**config.mk**
```make
export PLATFORM = sky130hd
export DESIGN_NAME = hfd_front_flat
export DESIGN_NICKNAME = d
export VERILOG_FILES = /design/src/hw/rtl/hfd_pkg.sv /design/src/hw/rtl/hfd_item_if.sv /design/src/hw/rtl/hfd_front.sv /design/src/flat_wrapper.sv
export SDC_FILE = /design/constraint.sdc
export NUM_CORES = 1
export LEC_CHECK = 0
export BUFFER_PORTS_ARGS = -buffer_cell sky130_fd_sc_hd__clkbuf_2
export CORE_MARGIN = 1
export CORE_UTILIZATION = 52
export DETAILED_ROUTE_END_ITERATION = 8
export GPL_TIMING_DRIVEN = 0
export PLACE_DENSITY = 0.9
export SLEW_MARGIN = 0
export SYNTH_ARGS = -nofsm -noshare
export SYNTH_HDL_FRONTEND = slang
export SYNTH_SLANG_ARGS = --single-unit
```
**constraint.sdc**
```tcl
create_clock -name clk -period 5.15 [get_ports clk]
set_input_delay 0.2575 -clock clk [delete_from_list [all_inputs] [get_ports clk]]
set_output_delay 0.2575 -clock clk [all_outputs]
set_load 0.05 [all_outputs]
```
**src/hw/rtl/hfd_pkg.sv**
```systemverilog
// Package for the table-driven Huffman bit decoder.
// Field widths, command codes, register indexes and the item types.
// No dependencies.
package hfd_pkg;

	localparam int SYM_W    = 8;
	localparam int CODE_W   = 31;
	localparam int LEN_W    = 5;
	localparam int DATA_W   = 32;
	localparam int IDX_W    = 8;
	localparam int CNT_W    = 9;
	localparam int SKIP_W   = 5;
	localparam int CFG_IDX_W  = 1;
	localparam int CFG_DATA_W = 9;

	// command codes
	localparam logic CMD_LOAD = 1'b0;
	localparam logic CMD_DATA = 1'b1;

	// register indexes
	localparam logic [CFG_IDX_W-1:0] REG_ENTRY_COUNT = 1'd0;
	localparam logic [CFG_IDX_W-1:0] REG_SKIP_BITS   = 1'd1;

	// one input item as held in the queue
	typedef struct packed {
		logic              cmd;
		logic [IDX_W-1:0]  entry_index;
		logic [SYM_W-1:0]  entry_symbol;
		logic [CODE_W-1:0] entry_code;
		logic [LEN_W-1:0]  entry_length;
		logic [DATA_W-1:0] data_word;
	} item_t;

	// one code table entry
	typedef struct packed {
		logic [SYM_W-1:0]  sym;
		logic [CODE_W-1:0] code;
		logic [LEN_W-1:0]  len;
	} entry_t;

	// handshake between queue and decoder
	typedef struct packed {
		logic  valid;
		item_t item;
	} q_head_t;

endpackage

```
**src/hw/rtl/hfd_item_if.sv**
```systemverilog
// Input channel of the Huffman bit decoder: valid/ready plus item fields.
// Depends on hfd_pkg.
interface hfd_item_if import hfd_pkg::*; ();
	logic              valid;
	logic              ready;
	logic              cmd;
	logic [IDX_W-1:0]  entry_index;
	logic [SYM_W-1:0]  entry_symbol;
	logic [CODE_W-1:0] entry_code;
	logic [LEN_W-1:0]  entry_length;
	logic [DATA_W-1:0] data_word;

	modport source (output valid, cmd, entry_index, entry_symbol, entry_code,
		entry_length, data_word, input ready);
	modport sink (input valid, cmd, entry_index, entry_symbol, entry_code,
		entry_length, data_word, output ready);
endinterface

```
**src/hw/rtl/hfd_front.sv**
```systemverilog
// Front end: accepts input items into a two-entry queue for the decoder.
// Depends on hfd_pkg and hfd_item_if.
module hfd_front import hfd_pkg::*; (
	input  logic         clk,
	input  logic         arst_n,
	hfd_item_if.sink     items,
	output q_head_t      head,
	input  logic         pop
);

	item_t       buf_q [2];
	logic        wr_ptr_q;
	logic        rd_ptr_q;
	logic [1:0]  cnt_q;
	logic        push;
	logic        do_pop;
	item_t       in_item;

	assign items.ready = (cnt_q != 2'd2);
	assign push   = items.valid && items.ready;
	assign do_pop = pop && (cnt_q != 2'd0);

	assign in_item = '{cmd: items.cmd, entry_index: items.entry_index,
		entry_symbol: items.entry_symbol, entry_code: items.entry_code,
		entry_length: items.entry_length, data_word: items.data_word};

	assign head.valid = (cnt_q != 2'd0);
	assign head.item  = buf_q[rd_ptr_q];

	// queue storage
	always_ff @(posedge clk) begin
		if (push) begin
			buf_q[wr_ptr_q] <= in_item;
		end
	end

	// pointers and fill count
	always_ff @(posedge clk or negedge arst_n) begin
		if (!arst_n) begin
			wr_ptr_q <= 1'b0;
			rd_ptr_q <= 1'b0;
			cnt_q    <= 2'd0;
		end else begin
			if (push) begin
				wr_ptr_q <= !wr_ptr_q;
			end
			if (do_pop) begin
				rd_ptr_q <= !rd_ptr_q;
			end
			case ({push, do_pop})
				2'b10:   cnt_q <= cnt_q + 2'd1;
				2'b01:   cnt_q <= cnt_q - 2'd1;
				default: cnt_q <= cnt_q;
			endcase
		end
	end

endmodule

```
**src/flat_wrapper.sv**
```systemverilog
// flat-port wrapper written by rule: the top's interface ports become plain ports
module hfd_front_flat import hfd_pkg::*;
  (clk, arst_n, head, pop, items_valid, items_cmd, items_entry_index, items_entry_symbol, items_entry_code, items_entry_length, items_data_word, items_ready);
  hfd_item_if items_i ();
  input  logic clk;
  input  logic arst_n;
  output q_head_t head;
  input  logic pop;
  input wire logic [$bits(items_i.valid)-1:0] items_valid;
  input wire logic [$bits(items_i.cmd)-1:0] items_cmd;
  input wire logic [$bits(items_i.entry_index)-1:0] items_entry_index;
  input wire logic [$bits(items_i.entry_symbol)-1:0] items_entry_symbol;
  input wire logic [$bits(items_i.entry_code)-1:0] items_entry_code;
  input wire logic [$bits(items_i.entry_length)-1:0] items_entry_length;
  input wire logic [$bits(items_i.data_word)-1:0] items_data_word;
  output wire logic [$bits(items_i.ready)-1:0] items_ready;
  assign items_i.valid = items_valid;
  assign items_i.cmd = items_cmd;
  assign items_i.entry_index = items_entry_index;
  assign items_i.entry_symbol = items_entry_symbol;
  assign items_i.entry_code = items_entry_code;
  assign items_i.entry_length = items_entry_length;
  assign items_i.data_word = items_data_word;
  assign items_ready = items_i.ready;
  hfd_front u_core (.clk(clk), .arst_n(arst_n), .items(items_i), .head(head), .pop(pop));
endmodule
```
== Word-level counts from Yosys, hierarchy flattened ==
Memory sizes are Yosys's and may differ from the RTL's.
Cells that the tools add are included.
Storage, ports and cells
  register bits after elaboration: 4
  bits in writable memories: 170
  bits of input ports: 89
  output and inout bits: 87
  word-level logic and storage cells: 18
  memories kept: 1
Cells by class
  $add $sub $neg: 2
  eq/ne operators: 3
  multiplexer cells: 3
  reductions and logical operators: 6
Memory list
  u_core.buf_q: depth 2, bits a word 85, rd ports 1, clocked after Yosys merged registers in 0, write ports 1, RTL line hfd_front.sv:11  | item_t buf_q [2];
Operators with widths (number)
  2-bit one-hot mux with 2 select lines: 1
  2-bit nonzero test: 2
  2-bit by 1-bit adder with 2-bit output, second input constant: 1
  2-bit by 1-bit equality test with 1-bit output, second input constant: 1
  2-bit equality test, second input constant: 1
  1-bit logical AND: 2
  1-bit zero test: 2
  1-bit two-way mux: 2
  2-bit != test, second input constant: 1
  2-bit by 1-bit subtractor with 2-bit output, second input constant: 1

== Longest topological paths before layout ==
Gate-level depths: netlist of the first run.
  depth after elaboration: 4
  gate-level depth with buffers: 6
  mapped depth without buffers: 6

== Least setup slack after synthesis of the first run ==
No wires, ideal clock.
  path kind: register to register
  from: reg u_core.cnt_q[0]
  to: mem u_core.buf_q[0][0] in the netlist's numbering (enable)
  setup time: 0.529 ns
  data arrival time: 4.622 ns
  data required time: 4.621 ns
  path slack: -0.002 ns
  stages on the path, launching flop included: 4
  buffers on the path: 0
  period minus slack after synthesis: 5.152 ns
  path through: dfrtp_1 > nand2b_1 > nand2_1 > nor2_1
On the way
  cells in the longest elaborated chain, start to end: 4
RTL lines
  start: declaration: RTL line hfd_front.sv:14  | logic [1:0] cnt_q;
  start signal: assignment: RTL line hfd_front.sv:51  | 2'b10: cnt_q <= cnt_q + 2'd1;
  start signal: assignment: RTL line hfd_front.sv:52  | 2'b01: cnt_q <= cnt_q - 2'd1;
  start signal: assignment: RTL line hfd_front.sv:53  | default: cnt_q <= cnt_q;
  2-bit != test: RTL line hfd_front.sv:19  | assign items.ready = (cnt_q != 2'd2);
  via items_ready: RTL line flat_wrapper.sv:16  | output wire logic [$bits(items_i.ready)-1:0] items_ready;
  1-bit logical AND: RTL line hfd_front.sv:20  | assign push = items.valid && items.ready;
  1-bit two-way mux: RTL line hfd_front.sv:32  | if (push) begin
  1-bit two-way mux (not written as such): RTL line hfd_front.sv:33  | buf_q[wr_ptr_q] <= in_item;
  end: declaration: RTL line hfd_front.sv:11
The timed path passes the listed nets, and every way through them passes these cells.

==> metrics, run 1 <==
status=finished clean; DP HPWL=7670 um; die width=114 um; total CTS buffers=17; yosys warns=0; Switch Pwr=2.31 mW; DP Worst Slack=3230 ps; Main synth FF type=edfxtp_1; Post-Place Cells=629; Power Internal=3.58 mW; H-tree levels=4; Worst-Skew Late Latency=420 ps; total gr overflow=0; first-pass GRT wire length=17200 um; Pre-antenna DRT Iters=5; post-synthesis adder-cell area fraction=0.191%; cell taking the most area after synthesis=edfxtp_1; Final #Nets=572; die area=0.0130 mm2; largest net degree at the start of global routing=44; placed instance area=0.00773 mm2; final cell count without fillers=663; final RePlAce weighted congestion=0.674; clock-pin slew on the worst setup and hold paths=60 ps; GRT Total Usage=18.3%; top-area cell type share of the netlist area=78.1%; Crit Path Max Fanout=10; CP Data Arrival Time=1780 ps; relative slew slack=58.8%; Worst-Margin Slew=619 ps; register area share after synthesis=79.7%; Slew Viols, Final=0; Layout area overhead=28.4%; Max Cap Viol=0; final core utilization=69.3%; Worst VDD drop=0.466 mV; unrepaired setup endpoints after global routing=no; vias in the first global route=3451; setup TNS=0 ps; Netlist Area Pre-Place=0.00653 mm2; mux share of post-synthesis cell area=16.9%; layout cells sized above 1=62.4%; Antenna Cells=0; Worst Hold Class=in2reg; Post-Route WL=11300 um; setup violators final=0; final worst-path setup slack=3110 ps; 1st-iter DRT viols=231; Mapped Nets=372; crit path kind=reg2out; I/O Buffers=175; WP buf/inv=4; Synth Area in Compound Gates=0%; critical-path cell list=buf_6 > buf_8 > buf_12 > mux2_4 > clkbuf_2; Post-Synth Simple-Gate Area=0.594%; clock skew=5.68 ps; drc violations=0; die height=114 um; Gate Count Post-Synth=282; Final Cell Area=0.00839 mm2; Synth top cells by count=edfxtp_1, mux2_2, mux2_4; min Tclk post-route=2040 ps; Max clock buf depth=2; ys async rst share=2.30%; Via density=4.94; ANT nets after route=0; Slowest cell on crit path=dfrtp_1; CTS tree=yes; clock power share=23.3%; P_leak=3.34 nW; combinational share of power=42.4%; switching share of total power=39.2%; Worst Setup End Kind=output port; Wirelength per Cell=17.1 um; # IOs=176; Starting Density=53.9%; initial antenna violation count=0; CP Data Required Time=4890 ps; Post-synth EDFFs=170; cell with the most instances after synthesis=edfxtp_1; CTS sink cnt=174; Cell Pwr Density=703 mW/mm2; FF+latch count, synth=174; core area=0.0121 mm2; row count=40; Netlist cell types=17; vias post-DR=3273; CTS root buffer=clkbuf_16; Mean Syn Cell Area=23.2 um2; largest family of logic cells by synthesized area=multiplexers; Crit path largest cell delay=370 ps; post-route clock period utilization=39.5%; maximum clock rate=0.491 GHz; CP delay by family, top=buffers and inverters; power share of the sequential group=34.3%; xor/xnor cell area share of the yosys netlist=0.670%; Area contributors post-synth=edfxtp_1, mux2_4, mux2_2; Worst Setup Start Kind=flip-flop; post-CTS setup repair buffer count=0; endpoints failing hold=0
worst paths after layout:
check | from | to | slack (ps) | cells after the start
max reg2reg | u_core.cnt_q[0]$_DFFE_PN0P_ | u_core.buf_q[0][80]$_DFFE_PP_ | 3180 | 5
min in group asynchronous | arst_n | u_core.cnt_q[0]$_DFFE_PN0P_ | 170 | 2
max | u_core.rd_ptr_q$_DFFE_PN0P_ | head[56] | 3110 | 5
min | items_entry_code[10] | u_core.buf_q[1][47]$_DFFE_PP_ | 20 | 1
max in group asynchronous | arst_n | u_core.rd_ptr_q$_DFFE_PN0P_ | 4860 | 2
min reg2reg | u_core.cnt_q[1]$_DFFE_PN0P_ | u_core.cnt_q[1]$_DFFE_PN0P_ | 510 | 1
cell type report:
type	instances	area, um2
sequential	174	5200
fill	791	3720
multi-input combinational	98	1210
timing repair buffer	181	991
clock buffer	17	425
clock inverter	15	218
tap	168	210
buffer	10	126
repair_timing:
item                                   in CTS  in global routing
setup endpoints to repair                   0                  0
endpoints found under the hold margin       5                  0
resized for setup                           0                  0
hold buffers                                2                  0
registers in the layout (all words and copies together), names as in the netlist:
register         cells
u_core.buf_q       170
u_core.rd_ptr_q      1
u_core.wr_ptr_q      1
u_core.cnt_q         2
logic make-up after synthesis:
group	Yosys count
DFF	174
adders and majority gates	1
muxes	85
xor gates and xnor gates	5
and+or+nand+nor	7
buffers and inverters	10
stage by stage:
stage | total power, mW | hold WS [ps]
after global placement | 4.48 | 62.3
after global routing | 6.10 | 5.90
final | 5.90 | 23.8
after floorplan | 4.04 | -38.1
after CTS | 5.95 | 1.30
after detailed placement | 4.57 | 69.7
per-layer routing:
| metal | global-route usage, % | vias to the layer above | share of wire [%] |
|---|---|---|---|
| met3 | 6.78 | 16 | 7.1 |
| li1 | - | 1521 | - |
| met2 | 31.5 | 126 | 53 |
| met1 | 20.1 | 1610 | 39 |
| met4 | 8.40 | 0 | 1.1 |
| met5 | 0 | - | 0 |
power by group through the flow:
stage / clock network [mW] / registers (mW) / logic [mW]
after floorplan: 0 / 2.04 / 2.00
after global placement: 0 / 2.07 / 2.42
after detailed placement: 0 / 2.05 / 2.52
after CTS: 1.40 / 2.02 / 2.53
after global routing: 1.44 / 2.05 / 2.61
final: 1.37 / 2.02 / 2.50
layout by cell type (no fill, tap or decap):
master         netlist  routed
clkbuf_2             0     175
edfxtp_1           170     170
mux2_2              45      45
mux2_4              40      40
clkbuf_16            0      17
buf_12               4       6
bufinv_16            0       5
buf_2                4       4
clkinv_2             0       4
dfrtp_1              4       4
xnor2_1              3       3
clkinv_4             0       3
xor2_1               2       2
inv_6                0       2
dlygate4sd3_1        0       2
buf_16               0       2
buf_6                1       1
buf_8                1       1
nand2b_1             1       1
nand2_1              1       1
or2_2                1       1
and2_4               1       1
and3_4               0       1
nor2_4               0       1
nor2_1               2       1
ha_1                 1       1
clkinv_1             0       1
(Power assumes the default switching activity.)
==> run 2, diff against run 1 <==
CORE_UTILIZATION = 47   (was 52)
PLACE_DENSITY = 0.86   (was 0.9)
clock period = 1.6 ns   (was 5.15 ns; I/O delays follow)
==> metrics, run 2 (same netlist as run 1, synthesis figures left out) <==
status=finished with violations; failing checks=negative setup slack; Max Cap Viol=0 (unchanged); Cell Pwr Density=2130 mW/mm2 (+200%); Worst Hold Class=in2reg; layout cells sized above 1=54.7% (-7.7 points); vias post-DR=3799 (+16%); Wirelength per Cell=19.8 um (+16%); Slew Viols, Final=0 (unchanged); P_leak=4.19 nW (+26%); Worst Setup Start Kind=flip-flop; Largest register FFs=170 (unchanged); # IOs=176 (unchanged); 1st-iter DRT viols=172 (-26%); DP HPWL=7580 um (-1.2%); Power Total=22.2 mW (+280%); Crit path largest cell delay=370 ps (about the same); Switch Pwr=8.26 mW (+260%); CP delay by family, top=buffers and inverters; Worst-Skew Late Latency=410 ps (about the same); crit-path most repeated cell=clkbuf_16; Top Registers=u_core.buf_q: 170 flops, u_core.cnt_q: 2 flops; GRT Total Usage=20.4% (+2.1 points); combinational share of power=52.8% (+10 points); critical-path cell list=buf_6 > clkbuf_16 > buf_16 > mux2_4 > clkbuf_16; final core utilization=77.8% (+8.5 points); Antenna Cells=0 (unchanged); clock power share=17.6% (-5.7 points); # fillers=673 (-15%); CP Data Required Time=1520 ps (-3370 ps); Worst VDD drop=1.42 mV (+210%); WP buf/inv=4 (unchanged); switching share of total power=37.3% (-2.0 points); Final #Nets=678 (+19%); final RePlAce weighted congestion=0.682 (+1.2%); unrepaired setup endpoints after global routing=yes; CTS root buffer=clkbuf_16; final worst-path setup slack=-184 ps (-3300 ps); most frequent cells in the layout=edfxtp_1, clkbuf_2, dlygate4sd3_1; Power Internal=13.9 mW (+290%); die width=120 um (+5.1%); Worst Setup End Kind=output port; total gr overflow=0 (unchanged); CTS sink cnt=174 (unchanged); ANT nets after route=0 (unchanged); total CTS buffers=17 (unchanged); Starting Density=48.8% (-5.2 points); Crit Path Max Fanout=6 (-4); first-pass GRT wire length=21300 um (+24%); Max clock buf depth=2 (unchanged); I/O Buffers=175 (unchanged); die height=120 um (+5.1%); post-route clock period utilization=112%; Pre-antenna DRT Iters=4 (-1); CP Data Arrival Time=1700 ps (-80 ps); CTS tree=yes; min Tclk post-route=1780 ps; Final Cell Area=0.0104 mm2 (+24%); die area=0.0144 mm2 (+10%); Post-Route WL=15400 um (+35%); most common cell after layout, fill and taps aside=edfxtp_1; largest net degree at the start of global routing=51 (+16%); placed instance area=0.00776 mm2 (+0.42%); maximum clock rate=0.561 GHz; endpoints failing hold=0 (unchanged); setup violators final=85 (+85); Layout area overhead=59.6%; power share of the sequential group=29.6% (-4.7 points); vias in the first global route=4208 (+22%); WHS=397 ps (+374 ps); Worst-Margin Slew=484 ps (-134 ps); row count=42 (+5.0%); clock-pin slew on the worst setup and hold paths=60 ps (about the same); register with the most flip-flops=u_core.buf_q; Via density=4.89 (-0.96%); initial antenna violation count=0 (unchanged); relative slew slack=67.7% (+9.0 points); clock skew=10.3 ps (+4.64 ps); Slowest cell on crit path=dfrtp_1; core area=0.0134 mm2 (+11%); crit path kind=reg2out; H-tree levels=4 (unchanged); drc violations=0 (unchanged)
==> run 2: area by class of cell <==
cell class,instances,area [um2],share of cell area (%)
clock buffer,20,437,4.19
buffer,10,160,1.54
timing repair buffer,286,2930,28.1
sequential,174,5210,49.9
clock inverter,12,119,1.14
tap,176,220,2.11
multi-input combinational,99,1350,13.0
==> run 2: power groups by stage <==
stage | Clock (mW) | Sequential, mW | Combinational (mW)
2_1_floorplan | 0 | 6.54 | 6.46
3_3_place_gp | 0 | 6.59 | 7.86
3_5_place_dp | 0 | 6.60 | 8.16
4_1_cts | 3.93 | 6.52 | 10.6
5_1_grt | 4.13 | 6.63 | 12.1
6_report | 3.90 | 6.57 | 11.7
==> run 2: metrics by stage <==
stage          worst slack, ps  TNS, ps  cells
6_report                  -184   -12170    777
5_1_grt                   -236   -17320    777
4_1_cts                   -214   -15170    770
3_5_place_dp              -448   -31720    637
3_3_place_gp             -1280  -190710    633
2_1_floorplan             -814  -120980    282
==> run 2: path summary, 6_finish.rpt <==
check	from	end	slack, ps	cells after the start
max	u_core.rd_ptr_q$_DFFE_PN0P_	head[27]	-180	5
min	items_data_word[21]	u_core.buf_q[1][21]$_DFFE_PP_	400	2
max reg2reg	u_core.cnt_q[1]$_DFFE_PN0P_	u_core.cnt_q[1]$_DFFE_PN0P_	30	6
min reg2reg	u_core.cnt_q[0]$_DFFE_PN0P_	u_core.cnt_q[0]$_DFFE_PN0P_	630	2
max in group asynchronous	arst_n	u_core.cnt_q[1]$_DFFE_PN0P_	850	3
min in group asynchronous	arst_n	u_core.cnt_q[1]$_DFFE_PN0P_	570	3
==> run 2: layer usage <==
metal  share of wire (%)  routed length (um)  vias up  global-route usage (%)
met3                 4.9                 756       21                    5.70
met1                  36                5570     1898                    21.3
met5                   0                   0        -                       0
li1                    -                   -     1736                       -
met2                  57                8770      144                    38.5
met4                 1.7                 257        0                    7.03
==> run 2: timing repair <==
action / CTS / global route
cloned: 5 / 3
pin swaps: 2 / 1
gates resized for setup: 176 / 85
endpoints found under the hold margin: 176 / 0
endpoints found under the setup margin: 220 / 104
buffers inserted: 7 / 4
hold buffers: 89 / 0
==> run 2: worst reg2reg max path, cell delays in order (launching register included) <==
cell	delay, ps
dfrtp_2	440
or2_2	310
and2_4	190
ha_4	170
xnor2_2	140
nor2_2	50
xor2_1	160
==> run 3, diff against run 2 <==
CORE_ASPECT_RATIO = 0.7   (was unset)
MAX_ROUTING_LAYER = met4   (was unset)
==> metrics, run 3 (same netlist as run 1, synthesis figures left out) <==
status=finished with violations; failing checks=negative setup slack; Wirelength per Cell=20.8 um (+5.1%); unrepaired setup endpoints after global routing=yes; register with the most flip-flops=u_core.buf_q; I/O Buffers=175 (unchanged); Antenna Cells=0 (unchanged); clock-pin slew on the worst setup and hold paths=70 ps (about the same); total CTS buffers=17 (unchanged); Starting Density=48.9% (+0.16 points); maximum clock rate=0.558 GHz (-0.39%); Worst-Margin Slew=375 ps (-109 ps); DP Worst Slack=-594 ps (-146 ps); largest net degree at the start of global routing=32 (-37%); setup violators final=85 (unchanged); GRT Total Usage=23.8% (+3.4 points); WHS=47.9 ps (-350 ps); die height=101 um (-16%); most common cell after layout, fill and taps aside=edfxtp_1; final worst-path setup slack=-191 ps (-6.95 ps); Largest register FFs=170 (unchanged); relative slew slack=74.9% (+7.2 points); Post-Route WL=16100 um (+4.7%); Crit Path Max Fanout=10 (+4); Worst Hold Class=in2async; total gr overflow=0 (unchanged); CTS tree=yes; Final #Nets=667 (-1.6%); crit path kind=reg2out; r2r setup slk=50 ps (+20 ps); Worst Setup End Kind=output port; final core utilization=74.2% (-3.6 points); row count=35 (-17%); Slew Viols, Final=0 (unchanged); initial antenna violation count=0 (unchanged); die area=0.0144 mm2 (about the same); layout cells sized above 1=54.8% (+0.097 points); H-tree levels=4 (unchanged); Layout area overhead=51.7%; Cell Pwr Density=2120 mW/mm2 (-0.47%); final cell count without fillers=774 (-0.39%); endpoints failing hold=0 (unchanged); Post-Place Cells=645 (+1.3%); CP Data Arrival Time=1710 ps (about the same); Via density=4.97 (+1.6%); Reg2Reg Capture Point=u_core.cnt_q[1]$_DFFE_PN0P_; drc violations=0 (unchanged); # IOs=176 (unchanged); die width=143 um (+19%); first-pass GRT wire length=23600 um (+11%); vias post-DR=3845 (+1.2%); ANT nets after route=0 (unchanged); Max clock buf depth=2 (unchanged); Pre-antenna DRT Iters=4 (unchanged); clock skew=13.2 ps (+2.86 ps); post-route clock period utilization=112% (+0.43 points); CTS root buffer=clkbuf_16; Worst VDD drop=1.62 mV (+14%); Worst R2R Path Depth=6 (unchanged); Max Cap Viol=0 (unchanged); most frequent cells in the layout=edfxtp_1, clkbuf_2, dlygate4sd3_1; DP HPWL=8030 um (+6.0%); final RePlAce weighted congestion=0.707 (+3.7%); worst flop-to-flop path startpoint=u_core.cnt_q[1]$_DFFE_PN0P_; min Tclk post-route=1790 ps (+6.95 ps); Worst Setup Start Kind=flip-flop; Top Registers=u_core.buf_q: 170 flops, u_core.cnt_q: 2 flops; CP Data Required Time=1520 ps (about the same); Power Total=21.0 mW (-5.4%); Worst-Skew Late Latency=420 ps (about the same); CTS sink cnt=174 (unchanged); P_leak=3.89 nW (-7.1%); 1st-iter DRT viols=159 (-7.6%); core area=0.0134 mm2 (-0.33%); vias in the first global route=4167 (-0.97%)
-- run 3: layout make-up --
class,instances,area [um2]
Multi-Input combinational cell,100,1270
Fill cell,713,3450
Sequential cell,174,5210
Clock inverter,13,155
Tap cell,185,231
Buffer,10,141
Timing Repair Buffer,274,2470
Clock buffer,18,429
-- run 3: timing repair --
action                                  in CTS  in global routing
endpoints found under the hold margin      175                  0
gates cloned                                 5                  0
pin swaps                                    3                  4
hold buffers                                87                  0
gates resized for setup                    139                 47
endpoints found under the setup margin     233                115
buffers inserted                             5                  4
-- run 3: power by group --
group | switching, mW | internal, mW
sequential | 0.351 | 6.23
combinational | 6.04 | 4.22
clock | 1.79 | 2.33
total | 8.18 | 12.8
-- run 3: worst max-delay path, cell delays in order (launching register included) --
cell     delay [ps]
dfrtp_1         370
buf_6           140
buf_12          140
buf_12          150
mux2_4          320
buf_8           160
-- run 3: per-stage QoR --
step,setup TNS [ps],cell area [um2]
final,-12480,9910
after detailed placement,-41780,7740
after global placement,-187310,7660
after floorplan,-120980,6560
after CTS,-14850,9870
after global routing,-17500,9910
-- run 3: how the worst max path moves through the flow --
stage	start	end	slack (ps)	cells past startpoint
final	u_core.rd_ptr_q$_DFFE_PN0P_	head[40]	-190	5
after global routing	u_core.rd_ptr_q$_DFFE_PN0P_	head[40]	-240	5
after CTS	u_core.rd_ptr_q$_DFFE_PN0P_	head[43]	-210	5
after detailed placement	u_core.cnt_q[0]$_DFFE_PN0P_	u_core.buf_q[0][40]$_DFFE_PP_	-590	5
after global placement	u_core.cnt_q[0]$_DFFE_PN0P_	u_core.buf_q[0][40]$_DFFE_PP_	-1260	3
after floorplan	u_core.cnt_q[0]$_DFFE_PN0P_	u_core.buf_q[0][0]$_DFFE_PP_	-810	3
-- run 3: metal layers --
metal / GRT usage [%] / part of all wire [%]
met1: 27.0 / 40
met3: 6.94 / 7.0
met2: 41.2 / 52
met5: - / 0
met4: 6.70 / 1.1
